[src/hdl/fpr_pkg.sv]
package fpr_pkg;

  localparam int FRAME_DEPTH_DEF = 16;

  localparam logic [15:0] CRC_POLY = 16'h1021;

  // Configuration register indexes
  localparam logic [1:0] CFG_START_FIRST  = 2'd0;
  localparam logic [1:0] CFG_START_SECOND = 2'd1;
  localparam logic [1:0] CFG_CRC_ENABLE   = 2'd2;

  typedef enum logic [1:0] {
    PH_HUNT0,
    PH_HUNT1,
    PH_LEN,
    PH_BODY
  } phase_t;

  typedef enum logic [1:0] {
    SEQ_IDLE,
    SEQ_CRC,
    SEQ_READ,
    SEQ_OUT
  } seq_t;

  typedef struct packed {
    logic clear;
    logic start;
  } crc_ctrl_t;

endpackage

[src/hdl/fpr_crc_unit.sv]
module fpr_crc_unit (
  input  logic              clk,
  input  logic              rst,
  input  fpr_pkg::crc_ctrl_t ctrl,
  input  logic [7:0]        data_in,
  output logic [15:0]       crc,
  output logic              busy,
  output logic              done
);
  import fpr_pkg::*;

  localparam logic [2:0] CntLast = 3'd7;

  logic [15:0] crc_reg;
  logic [7:0]  shift;
  logic [2:0]  cnt;
  logic        busy_reg;
  logic [15:0] crc_step;

  // one bit of the byte per cycle, MSB first
  always_comb begin
    crc_step = {crc_reg[14:0], 1'b0} ^ ((crc_reg[15] ^ shift[7]) ? CRC_POLY : 16'h0000);
  end

  always_ff @(posedge clk) begin
    if (rst) begin
      busy_reg <= 1'b0;
      cnt      <= '0;
    end else if (ctrl.start) begin
      busy_reg <= 1'b1;
      cnt      <= '0;
    end else if (busy_reg) begin
      cnt <= cnt + 3'd1;
      if (cnt == CntLast) begin
        busy_reg <= 1'b0;
      end
    end
  end

  always_ff @(posedge clk) begin
    if (ctrl.clear) begin
      crc_reg <= '0;
    end else if (ctrl.start) begin
      shift <= data_in;
    end else if (busy_reg) begin
      crc_reg <= crc_step;
      shift   <= {shift[6:0], 1'b0};
    end
  end

  assign crc  = crc_reg;
  assign busy = busy_reg;
  assign done = busy_reg && (cnt == CntLast);

endmodule

[src/hdl/fpr_frame_mem.sv]
module fpr_frame_mem #(
  parameter int DEPTH = fpr_pkg::FRAME_DEPTH_DEF
) (
  input  logic                     clk,
  input  logic                     wr_en,
  input  logic [$clog2(DEPTH)-1:0] wr_addr,
  input  logic [7:0]               wr_data,
  input  logic                     rd_en,
  input  logic [$clog2(DEPTH)-1:0] rd_addr,
  output logic [7:0]               rd_data
);
  import fpr_pkg::*;

  logic [7:0] mem [DEPTH];

  always_ff @(posedge clk) begin
    if (wr_en) begin
      mem[wr_addr] <= wr_data;
    end
  end

  always_ff @(posedge clk) begin
    if (rd_en) begin
      rd_data <= mem[rd_addr];
    end
  end

endmodule

[src/hdl/framed_packet_receiver_crc16.sv]
// Header and length bytes, and the two CRC bytes, are not stepped through the CRC unit.
// A body byte covered by the CRC is accepted, then stepped through the bit-serial CRC unit.
// A passing frame is emitted once its last byte is in: each result byte is read from the
// frame store, then held in the output register until taken; L+1 results, ready low meanwhile.
// Reset clears parse and sequencer state and loads the register defaults;
// the frame store is not cleared.
module framed_packet_receiver_crc16 #(
  parameter int FRAME_DEPTH = fpr_pkg::FRAME_DEPTH_DEF
) (
  input  logic       clk,
  input  logic       rst,
  input  logic       cfg_write,
  input  logic [1:0] cfg_index,
  input  logic [7:0] cfg_data,
  input  logic       in_valid,
  output logic       in_ready,
  input  logic [7:0] rx_byte,
  output logic       out_valid,
  input  logic       out_ready,
  output logic [7:0] frame_byte,
  output logic [3:0] byte_position,
  output logic       frame_last
);
  import fpr_pkg::*;

  localparam int         AW     = $clog2(FRAME_DEPTH);
  localparam logic [8:0] MaxLen = 9'(FRAME_DEPTH - 1);

  logic [7:0] start_first;
  logic [7:0] start_second;
  logic       crc_en;

  phase_t        phase, phase_next;
  seq_t          seq, seq_next;
  logic [AW-1:0] fill_pos, fill_pos_next;
  logic [AW-1:0] len, len_next;
  logic [AW-1:0] emit_k;
  logic [7:0]    prev_byte;

  logic          in_xfer, out_xfer;
  logic          frame_pass;
  logic          mem_we, mem_re;
  logic [AW-1:0] mem_waddr;
  crc_ctrl_t     crc_ctrl;
  logic [15:0]   crc;
  logic          crc_busy, crc_done;

  assign in_xfer  = in_valid && in_ready;
  assign out_xfer = out_valid && out_ready;

  always_ff @(posedge clk) begin
    if (rst) begin
      start_first  <= 8'd0;
      start_second <= 8'd0;
      crc_en       <= 1'b1;
    end else if (cfg_write) begin
      case (cfg_index)
        CFG_START_FIRST:  start_first  <= cfg_data;
        CFG_START_SECOND: start_second <= cfg_data;
        CFG_CRC_ENABLE:   crc_en       <= cfg_data[0];
        default: ;
      endcase
    end
  end

  // Byte parser
  always_comb begin
    phase_next    = phase;
    fill_pos_next = fill_pos;
    len_next      = len;
    mem_we        = 1'b0;
    mem_waddr     = fill_pos;
    crc_ctrl      = '0;
    frame_pass    = 1'b0;
    if (in_xfer) begin
      case (phase)
        PH_HUNT0: begin
          if (rx_byte == start_first) begin
            phase_next = PH_HUNT1;
          end
        end
        PH_HUNT1: begin
          phase_next = (rx_byte == start_second) ? PH_LEN : PH_HUNT0;
        end
        PH_LEN: begin
          if (rx_byte == 8'd0 || {1'b0, rx_byte} > MaxLen || (crc_en && rx_byte < 8'd2)) begin
            phase_next    = PH_HUNT0;
            fill_pos_next = '0;
          end else begin
            mem_we         = 1'b1;
            mem_waddr      = '0;
            len_next       = rx_byte[AW-1:0];
            fill_pos_next  = AW'(1);
            phase_next     = PH_BODY;
            crc_ctrl.clear = 1'b1;
          end
        end
        PH_BODY: begin
          mem_we = 1'b1;
          if (fill_pos != len) begin
            fill_pos_next = fill_pos + AW'(1);
            // trailing two bytes are the CRC itself
            crc_ctrl.start = ({1'b0, fill_pos} + (AW+1)'(2)) <= {1'b0, len};
          end else begin
            phase_next    = PH_HUNT0;
            fill_pos_next = '0;
            frame_pass    = !crc_en || (len > AW'(1) && {prev_byte, rx_byte} == crc);
          end
        end
        default: ;
      endcase
    end
  end

  always_ff @(posedge clk) begin
    if (rst) begin
      phase    <= PH_HUNT0;
      fill_pos <= '0;
    end else begin
      phase    <= phase_next;
      fill_pos <= fill_pos_next;
    end
  end

  always_ff @(posedge clk) begin
    len <= len_next;
    if (in_xfer && phase == PH_BODY) begin
      prev_byte <= rx_byte;
    end
  end

  // Sequencer next state
  always_comb begin
    seq_next = seq;
    case (seq)
      SEQ_IDLE: begin
        if (crc_ctrl.start) begin
          seq_next = SEQ_CRC;
        end else if (frame_pass) begin
          seq_next = SEQ_READ;
        end
      end
      SEQ_CRC: begin
        if (crc_done) begin
          seq_next = SEQ_IDLE;
        end
      end
      SEQ_READ: seq_next = SEQ_OUT;
      SEQ_OUT: begin
        if (out_ready) begin
          seq_next = frame_last ? SEQ_IDLE : SEQ_READ;
        end
      end
      default: seq_next = SEQ_IDLE;
    endcase
  end

  // Sequencer outputs
  always_comb begin
    in_ready  = (seq == SEQ_IDLE);
    mem_re    = (seq == SEQ_READ);
    out_valid = (seq == SEQ_OUT);
  end

  always_ff @(posedge clk) begin
    if (rst) begin
      seq <= SEQ_IDLE;
    end else begin
      seq <= seq_next;
    end
  end

  always_ff @(posedge clk) begin
    if (rst) begin
      emit_k <= '0;
    end else if (frame_pass) begin
      emit_k <= '0;
    end else if (out_xfer && !frame_last) begin
      emit_k <= emit_k + AW'(1);
    end
  end

  assign byte_position = 4'(emit_k);
  assign frame_last    = (emit_k == len);

  fpr_crc_unit u_crc (
    .clk     (clk),
    .rst     (rst),
    .ctrl    (crc_ctrl),
    .data_in (rx_byte),
    .crc     (crc),
    .busy    (crc_busy),
    .done    (crc_done)
  );

  fpr_frame_mem #(
    .DEPTH (FRAME_DEPTH)
  ) u_mem (
    .clk     (clk),
    .wr_en   (mem_we),
    .wr_addr (mem_waddr),
    .wr_data (rx_byte),
    .rd_en   (mem_re),
    .rd_addr (emit_k),
    .rd_data (frame_byte)
  );

  a_no_overlap: assert property (@(posedge clk) disable iff (rst)
    !(in_ready && out_valid))
    else $error("input accepted during frame emission");

  a_crc_busy_in_wait: assert property (@(posedge clk) disable iff (rst)
    (seq == SEQ_CRC) |-> crc_busy)
    else $error("sequencer waits on idle CRC unit");

  a_crc_start_idle: assert property (@(posedge clk) disable iff (rst)
    crc_ctrl.start |-> !crc_busy)
    else $error("CRC unit restarted while busy");

  a_emit_bound: assert property (@(posedge clk) disable iff (rst)
    out_valid |-> (emit_k <= len))
    else $error("emission index past frame length");

  a_last_to_idle: assert property (@(posedge clk) disable iff (rst)
    (out_xfer && frame_last) |=> in_ready)
    else $error("no return to idle after last transfer");

endmodule
[config.mk]
export PLATFORM = sky130hd
export DESIGN_NAME = framed_packet_receiver_crc16
export DESIGN_NICKNAME = d
export VERILOG_FILES = /design/src/hdl/fpr_pkg.sv /design/src/hdl/fpr_crc_unit.sv /design/src/hdl/fpr_frame_mem.sv /design/src/hdl/framed_packet_receiver_crc16.sv
export SDC_FILE = /design/constraint.sdc
export NUM_CORES = 1
export LEC_CHECK = 0
export BUFFER_PORTS_ARGS = -buffer_cell sky130_fd_sc_hd__buf_2
export CAP_MARGIN = 40
export CORE_ASPECT_RATIO = 0.8
export CORE_UTILIZATION = 50
export DETAILED_ROUTE_END_ITERATION = 10
export HOLD_SLACK_MARGIN = 0.02
export PLACE_DENSITY_LB_ADDON = 0.3
export SLEW_MARGIN = 5
export SYNTH_ARGS = -nofsm -noshare
export SYNTH_HDL_FRONTEND = slang
export SYNTH_HIERARCHICAL = 1
export SYNTH_SLANG_ARGS = --single-unit
[constraint.sdc]
create_clock -name clk -period 2.6 [get_ports clk]
set_input_delay 0.13 -clock clk [delete_from_list [all_inputs] [get_ports clk]]
set_output_delay 0.13 -clock clk [all_outputs]
set_load 0.02 [all_outputs]
Word level (Yosys, flattened, before mapping)
Memories as Yosys holds them, arrays and structs flattened. A register that Yosys moved wholly into a read port is not among the register bits.
Cells that the tools add are included.
Storage, ports and cells
  bits in registers: 69
  RAM bits: 128
  output and inout port bits: 15
  word-level logic and storage cells: 110
  memories: 1
Operators by class
  $add $sub $neg: 4
  order comparisons: 4
  equality and inequality tests: 19
  mux-type cells: 35
  bitwise logic cells: 5
  reduce and logical (&&, ||, !) cells: 29
Memory list
  u_mem.mem: depth 16, bits a word 8, read ports 1, clocked after memory_dff 1, write ports 1, line fpr_frame_mem.sv:14  | logic [7:0] mem [DEPTH];
Operators with widths (count)
  2-bit 2-to-1 mux: 10
  16-bit == test: 1
  8-bit == test: 2
  4-bit 2-to-1 mux: 4
  8-bit 2-to-1 mux: 2
  2-bit one-hot mux with 4 select lines: 2
  16-bit XOR: 1
  1-bit 2-to-1 mux: 14
  13-bit 2-to-1 mux: 1
  2-bit AND reduction: 6
  2-bit == test (second input constant): 5
  3-bit AND reduction: 3
  4-bit by 1-bit adder with 4-bit output (second input constant): 2
  8-bit by 4-bit > comparator with 1-bit output (second input constant): 1
  8-bit zero test: 1
  8-bit by 2-bit < comparator with 1-bit output (second input constant): 1
  4-bit one-hot mux with 2 select lines: 1
  1-bit logical AND: 7
  2-bit by 1-bit == test with 1-bit output (second input constant): 3
  2-bit zero test: 3
  2-bit != test (second input constant): 3
  4-bit by 2-bit adder with 5-bit output (second input constant): 1
  5-bit by 4-bit less-or-equal comparator with 1-bit output: 1
  4-bit == test: 1
  13 further kinds: 20

Depth between registers and ports, before layout
  depth after elaboration: 9
  mapped depth: 13
  gate-level depth less buffers: 11

By module
Netlist, hierarchy kept.
By module, submodules not included
  fpr_frame_mem: instances 1, cells each 229, area each 5227.5 µm², seq. area each 4083.9 µm²
  framed_packet_receiver_crc16: instances 1, cells each 231, area each 2308.5 µm², seq. area each 940.9 µm²
  fpr_crc_unit: instances 1, cells each 123, area each 1211.2 µm², seq. area each 640.6 µm²

Worst setup path after synthesis
No wires, ideal clock.
  kind: flip-flop to flip-flop
  from: register seq[0]
  to: memory u_mem.mem[0][0], enable pin
  setup time: 0.383 ns
  arrival time: 2.295 ns
  path slack: -0.079 ns
  cell stages (with the launch flop): 6
  clock period less this slack: 2.679 ns
  cell sequence: dfxtp_1 -> nor3b_2 -> nor4b_4 -> nor2b_1 -> or3b_2 -> nor3_1
RTL lines
  start: declaration: line framed_packet_receiver_crc16.sv:34  | seq_t seq, seq_next;
  start signal: assignment: line framed_packet_receiver_crc16.sv:169  | seq <= seq_next;
  2-bit zero test: line framed_packet_receiver_crc16.sv:160  | in_ready = (seq == SEQ_IDLE);
  1-bit logical AND: line framed_packet_receiver_crc16.sv:48  | assign in_xfer = in_valid && in_ready;
  4-bit 2-to-1 mux: line framed_packet_receiver_crc16.sv:75  | if (in_xfer) begin
  named net mem_waddr[2]: line framed_packet_receiver_crc16.sv:43  | logic [AW-1:0] mem_waddr;
  end: declaration: line fpr_frame_mem.sv:14
The timed path passes the listed nets, and every way through them passes these cells.

Final worst setup path
  from: register crc_en
  to: memory u_mem.mem[0][1], enable pin
Between the ends
  word-level cells in the longest chain between the ends: 7
RTL lines
  start: declaration: line framed_packet_receiver_crc16.sv:31  | logic crc_en;
  start signal: assignment: line framed_packet_receiver_crc16.sv:60  | CFG_CRC_ENABLE: crc_en <= cfg_data[0];
  1-bit logical AND: line framed_packet_receiver_crc16.sv:86  | if (rx_byte == 8'd0 || {1'b0, rx_byte} > MaxLen || (crc_en && rx_byte < 8'd2)) begin
  1-bit logical OR: line framed_packet_receiver_crc16.sv:86
  1-bit 2-to-1 mux: line framed_packet_receiver_crc16.sv:86
  1-bit one-hot mux with 2 select lines: line framed_packet_receiver_crc16.sv:76  | case (phase)
  1-bit 2-to-1 mux: line framed_packet_receiver_crc16.sv:75
  named net mem_we: line framed_packet_receiver_crc16.sv:42  | logic mem_we, mem_re;
  1-bit 2-to-1 mux: line fpr_frame_mem.sv:17  | if (wr_en) begin
  1-bit 2-to-1 mux (implied by the code): line fpr_frame_mem.sv:18  | mem[wr_addr] <= wr_data;
The timed path passes the listed nets, and every way through them passes these cells.

==> results.txt <==
----------------------------------------------------
[CTS]
  Maximum buffer depth of the clock tree ... 3
  Clock buffer count from CTS ... 20
  Clock Sinks ... 205
  Max H-tree Level ... 1
  Clock input transition at the sequential cells of the worst setup and hold paths ... 60 ps
  CTS tree ... done
  Clock tree root driver cell ... sky130_fd_sc_hd__clkbuf_16
  Source-to-sink clock delay at the later pin of the worst-skew pair ... 490 ps

[Timing]
  Highest attainable clock frequency ... 411 MHz
  Setup repair after global routing missed its margin ... no
  Tcrit/Tclk final ... 93.7%
  Number of failing setup endpoints in the final timing report ... 0
  Final TNS setup ... 0 ps
  Final Hold Fails ... 0
  Setup WS post-layout ... 164 ps
  Measured slew at the worst slew-check pin ... 776 ps
  Slew Limit Headroom ... 47.8%
  Period minus WS final ... 2440 ps
  Total count of max-transition violations in the final report ... 0
  Layout Skew ... 8.18 ps

[GRT]
  Initial antenna violation count ... 0
  Tot GR Track Use ... 21.7%
  First-pass GRT wire length ... 28,800 um
  Global Route met2 Usage ... 33.6%
  Global routing usage on met3 ... 3.25%
  Met1 layer usage reported by global route ... 31.1%
  Layer with the highest usage ... met2
  Residual overflow from global routing ... 0
  Pin count of the biggest net entering global routing ... 31
  Number of global-route vias before repair ... 5,143

[Synth]
  List of most frequent post-synthesis cells ... sky130_fd_sc_hd__edfxtp_1, sky130_fd_sc_hd__dfxtp_1, sky130_fd_sc_hd__nor2_1
  Ys async rst share ... 0%
  Mean instance size in the synthesized netlist ... 15.0 sq um
  Dominant register cell in the synthesized netlist ... sky130_fd_sc_hd__edfxtp_1
  Net Count, Synth ... 615
  Top post-synthesis cells by area ... sky130_fd_sc_hd__edfxtp_1, sky130_fd_sc_hd__dfxtp_1, sky130_fd_sc_hd__mux4_2
  Distinct cell type count of the synthesized netlist ... 62
  Number of flops mapped to enable cells by yosys ... 156
  Yosys warns ... 6
  Synthesized flop and latch total ... 205
  Share of the synthesized area in the top cell type ... 53.6%
  Library cell with the highest instance count after synthesis ... sky130_fd_sc_hd__edfxtp_1
  Syn Std Cell Area ... 8750 sq um
  Cell type with the largest total area after synthesis ... sky130_fd_sc_hd__edfxtp_1
  Share of synthesized area occupied by flip-flops and latches ... 64.8%
  Gate Count Post-Synth ... 583

[Worst setup path]
  R2R setup slack ... 160 ps
  Startpoint of the lowest-slack register-to-register path ... crc_en
  Endpoint required time on the critical path ... 2800 ps
  Critical path arrival ... 2630 ps
  Capture point of the worst reg-to-reg path ... u_mem/mem[0][1]
  Setup Crit Path Kind ... register to register
  R2R depth ... 9
  Maximum net fanout on the critical path ... 8
  Worst Setup End Kind ... register
  CP Launch Type ... register

[Die]
  IO Count ... 38
  Row count ... 42
  Die H ... 120 um
  Area of the core region ... 16,800 sq um
  Overall die area ... 18,000 sq um
  Die width ... 150 um
  Starting density of the core ... 52.0%

[Placement]
  Half-perimeter wire length after detailed placement ... 12,200 um
  Post-placement setup slack ... 28.4 ps
  Number of buffer cells added on primary ports ... 37
  Instance area after placement ... 9420 sq um
  RD Place Congestion ... 0.819

[Power and ir drop]
  Pwr per Cell Area ... 642 nW/um^2
  Leakage power figure ... 0.00360 uW
  VDD IR-drop max ... 0.433 mV

[Routing]
  Average via count per standard cell ... 5.67
  Post-DR wirelength/cell ... 20.6 um
  First-pass iteration count of the detailed router ... 4
  Total vias in the final route ... 5,140
  Post-route DRC ... 0
  DRC violation total after the first TritonRoute iteration ... 423
  Residual antenna-violating net count after detailed routing ... 0
  Routed wire length ... 18,700 um

[Worst hold path]
  Hold WC Path Type ... input port to register
  Hold path startpoint ... cfg_write
  Hold-critical path endpoint ... crc_en
  Worst hold path depth ... 3

[Cells and area]
  Total area of sequential cells ... 5670 sq um
  Core occupancy in the finished layout ... 60.4%
  Multi-input gate area in the final layout ... 2810 sq um
  Max reg flops ... 128
  Post-route cell area ... 10,200 sq um
  Syn-to-layout area delta ... 16.0%
  Number of inserted filler cells in the final layout ... 1,299
  Ratio of cells with drive above 1 in the final layout ... 24.8%
  Nets ... 704

[Job]
  Number of max-cap violations ... 0

[Run status]
  Result of the run ... complete, no violations

----------------------------------------------------
## power breakdown
part | leakage, uW | internal (uW) | switching [uW]
logic | 0.00151 | 88.4 | 144
registers | 0.00179 | 3530 | 10.0
clock network | 0.000306 | 1590 | 1150
total | 0.00360 | 5210 | 1300
## logic make-up (layout without fill, tap and decap cells)
| kind of cell | after synthesis | in the layout | synth area share, % |
|---|---|---|---|
| other cells | 0 | 1 | 0 |
| simple gates | 156 | 156 | 8.97 |
| buf+inv | 49 | 151 | 3.39 |
| flops | 205 | 205 | 64.8 |
| mux | 59 | 59 | 12.0 |
| compound gates | 61 | 61 | 5.15 |
| fa+ha+maj | 9 | 9 | 1.29 |
| xor+xnor | 44 | 44 | 4.41 |
## layout make-up
type / count / share of cell area (%)
multi-input combinational: 329 / 27.7
timing repair buffer: 106 / 7.32
clock buffer: 29 / 5.51
antenna: 1 / 0.0247
tap: 220 / 2.71
inverter: 10 / 0.370
clock inverter: 6 / 0.518
sequential: 205 / 55.8
## layout by cell type, fill, tap and decap left out, types with 6 or more instances in the layout
master,n
sky130_fd_sc_hd__a21oi_1,19
sky130_fd_sc_hd__a22oi_1,18
sky130_fd_sc_hd__buf_2,37
sky130_fd_sc_hd__buf_4,58
sky130_fd_sc_hd__clkbuf_16,21
sky130_fd_sc_hd__dfxtp_1,48
sky130_fd_sc_hd__dlygate4sd3_1,8
sky130_fd_sc_hd__edfxtp_1,156
sky130_fd_sc_hd__ha_1,9
sky130_fd_sc_hd__inv_1,10
sky130_fd_sc_hd__mux2_2,7
sky130_fd_sc_hd__mux2i_1,20
sky130_fd_sc_hd__mux4_1,14
sky130_fd_sc_hd__mux4_2,18
sky130_fd_sc_hd__nand2_1,43
sky130_fd_sc_hd__nand3_1,8
sky130_fd_sc_hd__nand4_1,6
sky130_fd_sc_hd__nor2_1,46
sky130_fd_sc_hd__nor2b_1,6
sky130_fd_sc_hd__nor3_1,8
sky130_fd_sc_hd__xnor2_1,16
sky130_fd_sc_hd__xor2_1,28
## how the worst max path moves through the flow
stage / startpoint / end / slack, ps / cells past startpoint
6_report: crc_en / u_mem/mem[0][1] / 160 / 9
5_1_grt: fill_pos[1] / u_crc/crc[7] / 20 / 12
4_1_cts: fill_pos[1] / u_crc/shift[1] / 60 / 10
3_5_place_dp: rx_byte[5] / u_mem/mem[15][4] / 30 / 9
3_3_place_gp: rx_byte[5] / u_mem/mem[0][4] / 60 / 10
2_1_floorplan: fill_pos[2] / u_crc/shift[0] / 140 / 10
## routing by layer
metal	up-vias	share of wire (%)
li1	2377	-
met1	2562	46
met2	161	46
met3	40	5.1
met4	0	2.8
met5	-	0
## critical path: stages, from the launching register on
cell and delay [ps]:
sky130_fd_sc_hd__dfxtp_1 320, sky130_fd_sc_hd__inv_1 120, sky130_fd_sc_hd__a2111oi_4 110, sky130_fd_sc_hd__buf_4 170, sky130_fd_sc_hd__or2_2 260, sky130_fd_sc_hd__a21boi_1 160, sky130_fd_sc_hd__buf_4 150, sky130_fd_sc_hd__or3b_2 500
sky130_fd_sc_hd__nor3_2 160, sky130_fd_sc_hd__buf_6 180
## timing repair
item                                    in CTS  in global routing
hold buffers                                 8                  0
hold endpoints to repair                    17                  0
gates resized for setup                      0                  7
buffers inserted                             0                  2
endpoints found under the setup margin       0                 47
## per-stage QoR
stage,total power (uW),cells,hold slack (ps)
2_1_floorplan,3710,583,202
3_3_place_gp,3830,859,381
3_5_place_dp,3840,860,374
4_1_cts,6570,903,40.7
5_1_grt,6720,905,71.7
6_report,6510,906,65.3
Power figures use the tool's default switching activity.
